==> src/rtl/range_flow_frame_decoder_top_macros.svh <==
// Assertion macros for the range and flow frame decoder.
// Taken in by the top level; needs nothing else.
`ifndef RANGE_FLOW_FRAME_DECODER_TOP_MACROS_SVH
`define RANGE_FLOW_FRAME_DECODER_TOP_MACROS_SVH

// a in a cycle implies b in the same cycle
`define RFFD_ASSERT_IMPLY(label, clk, rst, a, b, msg) \
  label: assert property (@(posedge clk) disable iff (rst) (a) |-> (b)) else $error(msg);

// a in a cycle implies b in the next cycle
`define RFFD_ASSERT_NEXT(label, clk, rst, a, b, msg) \
  label: assert property (@(posedge clk) disable iff (rst) (a) |=> (b)) else $error(msg);

`endif

==> src/rtl/rffd_pkg.sv <==
// Shared types, constants and helpers of the range and flow frame decoder.
// Used by the top level, rffd_front and rffd_back; depends on nothing.
package rffd_pkg;

  typedef logic [4:0] pos_t;
  typedef logic [7:0] byte_t;

  localparam byte_t HDR0 = 8'hEF;
  localparam byte_t HDR1 = 8'h0F;
  localparam byte_t HDR2 = 8'h00;
  localparam byte_t HDR3 = 8'h51;

  localparam int PAYLOAD_BYTES = 8'h14;
  localparam int QUEUE_DEPTH_DEF = 2;

  localparam pos_t POS_HUNT    = 5'd0;
  localparam pos_t POS_FIRST   = 5'd1;
  localparam pos_t POS_SEQ     = 5'd4;
  localparam pos_t POS_PAYLOAD = 5'd6;
  localparam pos_t POS_CHECK   = 5'd26;

  // frame fields as taken off the wire, before the velocity products
  typedef struct packed {
    logic               frame_ok;
    logic [7:0]         sequence_res;
    logic [31:0]        distance_mm;
    logic [7:0]         signal_strength;
    logic [7:0]         range_accuracy;
    logic               range_valid;
    logic signed [15:0] flow_x;
    logic signed [15:0] flow_y;
    logic [7:0]         flow_quality;
    logic               flow_valid;
  } frame_rec_t;

  typedef struct packed {
    frame_rec_t         rec;
    logic signed [47:0] speed_x;
    logic signed [47:0] speed_y;
  } out_word_t;

  function automatic byte_t hdr_byte(input logic [1:0] idx);
    byte_t b;
    case (idx)
      2'd0:    b = HDR0;
      2'd1:    b = HDR1;
      2'd2:    b = HDR2;
      default: b = HDR3;
    endcase
    return b;
  endfunction

endpackage

==> src/rtl/range_flow_frame_decoder_top.sv <==
// Top level of the range and flow sensor frame decoder.
// Depends on rffd_pkg, rffd_front, rffd_queue, rffd_back and the assertion macros.
//
// Usage:
//   Input channel: one serial byte per word on rx_byte, taken when push is
//   high and full is low. full rises only while the checksum byte is due
//   and the frame queue has no room, so bytes flow at one per cycle.
//   Result channel: one word per complete frame (header EF 0F 00 51,
//   sequence, length, 20 payload bytes, sum checksum). While empty is low
//   the oldest result sits on the result ports; pop takes it.
//   frame_ok low marks a checksum error, and every other field is zero.
//   Path: after its checksum byte is taken, a result passes through the frame
//   queue, the velocity multiplier register and the result queue.
//   Throughput: one byte per cycle while full is low; the position counter
//   and the running checksum update on every accepted byte.
//   Stall: when pop stays low the result queue fills, then the frame queue,
//   and only then does full hold back the next checksum byte.
//   Reset (rst, synchronous): back to header hunt, checksum cleared, both
//   queues emptied.
module range_flow_frame_decoder_top #(
  parameter int QUEUE_DEPTH = rffd_pkg::QUEUE_DEPTH_DEF
) (
  input  logic               clk,
  input  logic               rst,
  input  logic               push,
  input  logic [7:0]         rx_byte,
  output logic               full,
  output logic               empty,
  input  logic               pop,
  output logic               frame_ok,
  output logic [7:0]         sequence_res,
  output logic [31:0]        distance_mm,
  output logic [7:0]         signal_strength,
  output logic [7:0]         range_accuracy,
  output logic               range_valid,
  output logic signed [15:0] flow_x,
  output logic signed [15:0] flow_y,
  output logic [7:0]         flow_quality,
  output logic               flow_valid,
  output logic signed [47:0] speed_x,
  output logic signed [47:0] speed_y
);

  import rffd_pkg::*;

  `include "range_flow_frame_decoder_top_macros.svh"

  localparam int FW = $bits(frame_rec_t);

  logic          mid_push;
  logic          mid_full;
  logic          mid_pop;
  logic          mid_empty;
  frame_rec_t    front_rec;
  logic [FW-1:0] mid_data;
  out_word_t     res;
  logic          bad_word;
  logic          bad_data_zero;

  rffd_front u_front (
    .clk     (clk),
    .rst     (rst),
    .push    (push),
    .rx_byte (rx_byte),
    .full    (full),
    .rec_push(mid_push),
    .rec     (front_rec),
    .rec_full(mid_full)
  );

  rffd_queue #(
    .WIDTH(FW),
    .DEPTH(QUEUE_DEPTH)
  ) u_mid_queue (
    .clk      (clk),
    .rst      (rst),
    .push     (mid_push),
    .push_data(FW'(front_rec)),
    .full     (mid_full),
    .pop      (mid_pop),
    .pop_data (mid_data),
    .empty    (mid_empty)
  );

  rffd_back #(
    .QUEUE_DEPTH(QUEUE_DEPTH)
  ) u_back (
    .clk      (clk),
    .rst      (rst),
    .rec_empty(mid_empty),
    .rec      (frame_rec_t'(mid_data)),
    .rec_pop  (mid_pop),
    .res      (res),
    .empty    (empty),
    .pop      (pop)
  );

  assign frame_ok        = res.rec.frame_ok;
  assign sequence_res    = res.rec.sequence_res;
  assign distance_mm     = res.rec.distance_mm;
  assign signal_strength = res.rec.signal_strength;
  assign range_accuracy  = res.rec.range_accuracy;
  assign range_valid     = res.rec.range_valid;
  assign flow_x          = res.rec.flow_x;
  assign flow_y          = res.rec.flow_y;
  assign flow_quality    = res.rec.flow_quality;
  assign flow_valid      = res.rec.flow_valid;
  assign speed_x         = res.speed_x;
  assign speed_y         = res.speed_y;

  assign bad_word      = !empty && !frame_ok;
  assign bad_data_zero = (distance_mm == 32'd0) && (speed_x == 48'sd0) && (speed_y == 48'sd0);

  `RFFD_ASSERT_IMPLY(a_no_push_when_full, clk, rst, mid_push, !mid_full, "push into full queue")
  `RFFD_ASSERT_IMPLY(a_full_only_on_backlog, clk, rst, full, mid_full, "stall without backlog")
  `RFFD_ASSERT_IMPLY(a_bad_frame_zeroed, clk, rst, bad_word, bad_data_zero, "bad frame has data")

endmodule

==> src/rtl/rffd_queue.sv <==
// Small first-in first-out queue of packed words.
// Uses no package; sized by its parameters.
module rffd_queue #(
  parameter int WIDTH = 8,
  parameter int DEPTH = 2
) (
  input  logic             clk,
  input  logic             rst,
  input  logic             push,
  input  logic [WIDTH-1:0] push_data,
  output logic             full,
  input  logic             pop,
  output logic [WIDTH-1:0] pop_data,
  output logic             empty
);

  localparam int PW = (DEPTH > 1) ? $clog2(DEPTH) : 1;
  localparam int CW = $clog2(DEPTH + 1);

  logic [WIDTH-1:0] mem [DEPTH];
  logic [PW-1:0]    wr_ptr;
  logic [PW-1:0]    rd_ptr;
  logic [CW-1:0]    count;
  logic             do_push;
  logic             do_pop;

  assign full     = (count == CW'(DEPTH));
  assign empty    = (count == '0);
  assign do_push  = push && !full;
  assign do_pop   = pop && !empty;
  assign pop_data = mem[rd_ptr];

  always_ff @(posedge clk) begin
    if (do_push) begin
      mem[wr_ptr] <= push_data;
    end
  end

  always_ff @(posedge clk) begin
    if (rst) begin
      wr_ptr <= '0;
      rd_ptr <= '0;
      count  <= '0;
    end else begin
      if (do_push) begin
        wr_ptr <= (wr_ptr == PW'(DEPTH - 1)) ? '0 : wr_ptr + PW'(1);
      end
      if (do_pop) begin
        rd_ptr <= (rd_ptr == PW'(DEPTH - 1)) ? '0 : rd_ptr + PW'(1);
      end
      case ({do_push, do_pop})
        2'b10:   count <= count + CW'(1);
        2'b01:   count <= count - CW'(1);
        default: count <= count;
      endcase
    end
  end

endmodule

==> src/rtl/rffd_front.sv <==
// Front end: header hunt, frame position, running checksum and payload capture.
// Depends on rffd_pkg; hands one frame record per finished frame to the queue.
module rffd_front (
  input  logic                clk,
  input  logic                rst,
  input  logic                push,
  input  logic [7:0]          rx_byte,
  output logic                full,
  output logic                rec_push,
  output rffd_pkg::frame_rec_t rec,
  input  logic                rec_full
);

  import rffd_pkg::*;

  pos_t  pos;
  pos_t  pos_next;
  byte_t sum;
  byte_t sum_next;
  byte_t sequence_hold;
  byte_t payload [PAYLOAD_BYTES];
  logic  accept;
  logic  ok;
  logic [4:0] pay_idx;

  // only the checksum byte needs room downstream
  assign full    = (pos == POS_CHECK) && rec_full;
  assign accept  = push && !full;
  assign ok      = (rx_byte == sum);
  assign pay_idx = 5'(pos - POS_PAYLOAD);

  always_comb begin
    pos_next = pos;
    sum_next = sum;
    rec_push = 1'b0;
    if (accept) begin
      if (pos < POS_SEQ) begin
        if (rx_byte == hdr_byte(pos[1:0])) begin
          sum_next = ((pos == POS_HUNT) ? 8'd0 : sum) + rx_byte;
          pos_next = pos + 5'd1;
        end else if (rx_byte == HDR0) begin
          // restart on a fresh first header byte
          sum_next = HDR0;
          pos_next = POS_FIRST;
        end else begin
          sum_next = 8'd0;
          pos_next = POS_HUNT;
        end
      end else if (pos < POS_CHECK) begin
        sum_next = sum + rx_byte;
        pos_next = pos + 5'd1;
      end else begin
        rec_push = 1'b1;
        sum_next = 8'd0;
        pos_next = POS_HUNT;
      end
    end
  end

  // zero every field of a frame whose checksum fails
  always_comb begin
    rec.frame_ok        = ok;
    rec.sequence_res    = ok ? sequence_hold : 8'd0;
    rec.distance_mm     = ok ? {payload[7], payload[6], payload[5], payload[4]} : 32'd0;
    rec.signal_strength = ok ? payload[8] : 8'd0;
    rec.range_accuracy  = ok ? payload[9] : 8'd0;
    rec.range_valid     = ok && (payload[10] == 8'd1);
    rec.flow_x          = ok ? $signed({payload[13], payload[12]}) : 16'sd0;
    rec.flow_y          = ok ? $signed({payload[15], payload[14]}) : 16'sd0;
    rec.flow_quality    = ok ? payload[16] : 8'd0;
    rec.flow_valid      = ok && (payload[17] == 8'd1);
  end

  always_ff @(posedge clk) begin
    if (accept && (pos >= POS_PAYLOAD) && (pos < POS_CHECK)) begin
      payload[pay_idx] <= rx_byte;
    end
  end

  always_ff @(posedge clk) begin
    if (rst) begin
      pos           <= POS_HUNT;
      sum           <= 8'd0;
      sequence_hold <= 8'd0;
    end else begin
      pos <= pos_next;
      sum <= sum_next;
      if (accept && (pos == POS_SEQ)) begin
        sequence_hold <= rx_byte;
      end
    end
  end

endmodule

==> src/rtl/rffd_back.sv <==
// Back end: velocity products and the result queue.
// Depends on rffd_pkg and rffd_queue; drains frame records from the middle queue.
module rffd_back #(
  parameter int QUEUE_DEPTH = rffd_pkg::QUEUE_DEPTH_DEF
) (
  input  logic                 clk,
  input  logic                 rst,
  input  logic                 rec_empty,
  input  rffd_pkg::frame_rec_t rec,
  output logic                 rec_pop,
  output rffd_pkg::out_word_t  res,
  output logic                 empty,
  input  logic                 pop
);

  import rffd_pkg::*;

  localparam int RW = $bits(out_word_t);

  logic               s1_valid;
  out_word_t          s1;
  logic               out_full;
  logic               s1_take;
  logic signed [48:0] prod_x;
  logic signed [48:0] prod_y;
  logic [RW-1:0]      out_data;

  // distance is unsigned, so widen it with a zero sign bit
  assign prod_x  = rec.flow_x * $signed({1'b0, rec.distance_mm});
  assign prod_y  = rec.flow_y * $signed({1'b0, rec.distance_mm});
  assign s1_take = !s1_valid || !out_full;
  assign rec_pop = !rec_empty && s1_take;

  always_ff @(posedge clk) begin
    if (rec_pop) begin
      s1.rec     <= rec;
      s1.speed_x <= prod_x[47:0];
      s1.speed_y <= prod_y[47:0];
    end
  end

  always_ff @(posedge clk) begin
    if (rst) begin
      s1_valid <= 1'b0;
    end else if (s1_take) begin
      s1_valid <= !rec_empty;
    end
  end

  rffd_queue #(
    .WIDTH(RW),
    .DEPTH(QUEUE_DEPTH)
  ) u_out_queue (
    .clk      (clk),
    .rst      (rst),
    .push     (s1_valid),
    .push_data(RW'(s1)),
    .full     (out_full),
    .pop      (pop),
    .pop_data (out_data),
    .empty    (empty)
  );

  assign res = out_word_t'(out_data);

endmodule
==> config.mk <==
export PLATFORM = sky130hd
export DESIGN_NAME = range_flow_frame_decoder_top
export DESIGN_NICKNAME = d
export VERILOG_FILES = /design/src/rtl/rffd_pkg.sv /design/src/rtl/range_flow_frame_decoder_top.sv /design/src/rtl/rffd_queue.sv /design/src/rtl/rffd_front.sv /design/src/rtl/rffd_back.sv
export VERILOG_INCLUDE_DIRS = /design/src /design/src/rtl
export SDC_FILE = /design/constraint.sdc
export NUM_CORES = 2
export LEC_CHECK = 0
export BUFFER_PORTS_ARGS = -buffer_cell sky130_fd_sc_hd__buf_4
export CAP_MARGIN = 20
export CELL_PAD_IN_SITES_DETAIL_PLACEMENT = 2
export CELL_PAD_IN_SITES_GLOBAL_PLACEMENT = 2
export CORE_MARGIN = 5
export CORE_UTILIZATION = 35
export CTS_CLUSTER_DIAMETER = 100
export DETAILED_ROUTE_END_ITERATION = 10
export GPL_ROUTABILITY_DRIVEN = 0
export HOLD_SLACK_MARGIN = 0.08
export PLACE_DENSITY_LB_ADDON = 0.1
export SYNTH_ARGS = -nofsm -noshare
export SYNTH_HDL_FRONTEND = slang
export SYNTH_HIERARCHICAL = 1
export SYNTH_SLANG_ARGS = --single-unit
==> constraint.sdc <==
create_clock -name clk -period 14.6 [get_ports clk]
set_input_delay 0.73 -clock clk [delete_from_list [all_inputs] [get_ports clk]]
set_output_delay 0.73 -clock clk [all_outputs]
set_load 0.02 [all_outputs]
==> metrics.cfg <==
[route]
drt_iter0_drc = 1795
via_per_inst = 4.87
drt-total-wl_um = 200000
drc_errors = 0
antenna_left = 0
vias = 40400
drt_pre_antenna_iters = 5
routedWlPerCell_um = 24.1

[cts]
htree_levels = 3
insertion_delay_ns = 0.78
clkTransAtPathRegs_ns = 0.06
cts_resized = 0
clock-sinks = 919
holdBufCountCts = 0
post-cts-setup-buffer-count = 0
cts_tree = built
cts_root_buf = clkbuf_16
clock_path_buffers = 3
numCtsBuffers = 103

[die]
num_rows = 160
die-height_um = 448
fp.dieArea_sq_um = 200000
die_w_um = 448
core_sq_um = 190000
ios = 209
initial_core_util_pct = 35.2

[logic_synthesis]
ys_top_cells_by_area = edfxtp_1 40%, fa_1 25%, ha_1 6.0%, inv_1 5.8%, and2_1 5.2%
synth_top_area_share_pct = 39.7
mappedNetlistNets = 6756
netlist_instances = 5584
synth.most_common_cell = inv_1
synthFlopType = edfxtp_1
ys.warnings.count = 6
ys_ff_latch = 919
yosysTopAreaCell = edfxtp_1
avgSynthCellArea_sq_um = 12.0
synthTopCellsByCount = 1,033 x inv_1, 887 x edfxtp_1, 838 x fa_1, 591 x nand2_1, 559 x and2_1
synthArstFlopShare_pct = 0
seq_area_frac_synth_pct = 40.7
synth_edf_count = 887
synth_cell_types = 85
syn_area_sq_um = 67000

[critical_path]
setup.worst_path.end_class = flop
cp_top_family = adder cells
worstSetupStartpointType = flop
max_stage_delay_ns = 0.97
cp_num_buf_inv = 4
cp.arrival_ns = 9.60
crit_fanout = 39
slowest_stage = mux2_2
ff2ff_path_depth = 21
path_cells = buf_4, mux2_2, nand2_1, fa_1, fa_1, fa_1, inv_1, fa_1, fa_1, inv_1, fa_1, inv_1, ha_1, a21o_2, a31o_2, a21oi_1, o21ai_0, o21a_1, a31oi_1, o31ai_1, xor2_1
crit_top_cell = fa_1
required_ns = 15.12
worstSetupPathType = reg -> reg
cp.depth = 21

[grt]
antenna_found_initial = 8
grt_use_total_pct = 20.3
grt_max_degree = 111
grt_pass1_vias = 48200
grt_overflow = 0
grt_pass1_wl_um = 305000

[placement]
portBuffers = 208
pre_cts_slack_ns = 5.43
place_hpwl_um = 140000

[finish]
nNetsFinal = 6855
areaGrowthSynthToFinish_pct = 11.4
postLayoutCoreUtil_pct = 39.2
drive_above_1_share_pct = 13.0

[hold_path]
whs_path_depth = 3
hold_path.class = in -> reg

[run_status]
status = completed

[power_and_ir_drop]
power_leakage_uw = 0.0316
p_total_uw = 5620
power_density_nw_per_um2 = 75.3
ir_drop_mv = 0.0873

[timing]
final-setup-viol-count = 0
slew_viol_final = 0
maxSlewHeadroom_pct = 21.9
fin_skew_ns = 0.0719
hold_viol_final = 0
max_slew.worst_pin.slew_ns = 1.17
fin_hold_ws_ns = 0.341
fmax_mhz = 110
fin_crit_ns = 9.08
rsz0062_at_grt = false
setup_ws_ns = 5.52
finalCritPeriodShare_pct = 62.2
tns_ns = 0

[flow_run]
timing.max_cap.violations = 0

-- final cells by class --
class | instances | area (sq um)
Clock inverter | 62 | 822
Inverter | 1035 | 3890
Fill cell | 19700 | 116000
Clock buffer | 128 | 2730
Timing Repair Buffer | 261 | 2050
Sequential cell | 919 | 27300
Multi-Input combinational cell | 3363 | 34700
Antenna cell | 3 | 7.51
Tap cell | 2511 | 3140
-- sequential cells by signal (all words and copies together) (netlist names), named ones only --
name	cells
u_back/s1_valid	1
u_mid_queue/count	2
u_front/sequence_hold	8
u_mid_queue/mem	198
u_back/u_out_queue/rd_ptr	1
u_back/u_out_queue/count	2
u_mid_queue/wr_ptr	1
u_back/u_out_queue/wr_ptr	1
u_front/pos	5
u_back/u_out_queue/mem	390
u_mid_queue/rd_ptr	1
u_back/s1	195
u_front/sum	8
u_front/payload	104
-- through the flow --
step                instances  cell area (sq um)
floorplan                5584              67000
global placement         8080              70900
detailed placement       8083              71000
CTS                      8273              74600
global route             8280              74600
finish                   8282              74600
-- kinds of logic after synthesis --
kind of cell | share of synthesized area (%)
mux | 5.09
buf+inv | 7.55
flops | 40.7
compound gates | 3.38
xor+xnor | 1.45
fa+ha+maj | 31.0
simple gates | 10.8
-- worst register-to-register path: stages (launching register included) --
cell and delay, ns:
dfxtp_4 0.71, buf_4 0.64, mux2_2 1.00, nand2_1 0.26
fa_1 0.50, fa_1 0.52, fa_1 0.52, inv_1 0.06
fa_1 0.49, fa_1 0.50, inv_1 0.05, fa_1 0.47
inv_1 0.04, ha_1 0.37, a21o_2 0.24, a31o_2 0.21
a21oi_1 0.62, o21ai_0 0.42, o21a_1 0.36, a31oi_1 0.50
o31ai_1 0.16, xor2_1 0.16
-- layer usage --
layer | vias to the layer above | track usage (%) | wire (um)
met3 | 152 | 2.08 | 5160
met1 | 21800 | 26.8 | 88600
met2 | 467 | 36.7 | 103000
met5 | - | 0 | 0
met4 | 0 | 3.76 | 3090
li1 | 17900 | - | -
-- final timing paths --
check,slack [ns],to,start
worst max-delay path,5.52,u_back/s1[94]$_DFFE_PP_,flop
worst min register to register,0.43,u_back/u_out_queue/mem[0][82]$_DFFE_PP_,u_back/s1[82]$_DFFE_PP_
worst min-delay path,0.34,u_front/pos[0]$_SDFFE_PP0P_,push
worst max register to register,5.52,u_back/s1[94]$_DFFE_PP_,flop
-- report_power, final --
group / switching [uW] / internal [uW] / leakage [uW] / total (uW)
clock: 1140 / 1590 / 0.00171 / 2730
combinational: 26.4 / 10.6 / 0.0213 / 37.0
sequential: 1.00 / 2850 / 0.00856 / 2850
total: 1170 / 4450 / 0.0316 / 5620
-- placed cells by master, fill, tap and decap left out, types with 15 or more instances in the layout --
cell type,count
a21o_1,48
a21oi_1,110
a31oi_1,15
and2_1,559
buf_4,253
clkbuf_1,20
clkbuf_16,104
clkinv_1,15
dfxtp_1,30
edfxtp_1,887
fa_1,838
ha_1,322
inv_1,1031
mux2_2,295
nand2_1,591
nand2b_1,31
nand3_1,20
nand4_1,20
nor2_1,139
nor3_1,19
o21ai_0,62
xnor2_1,75
xor2_1,36
No activity file was read; power rests on OpenSTA's default activity.
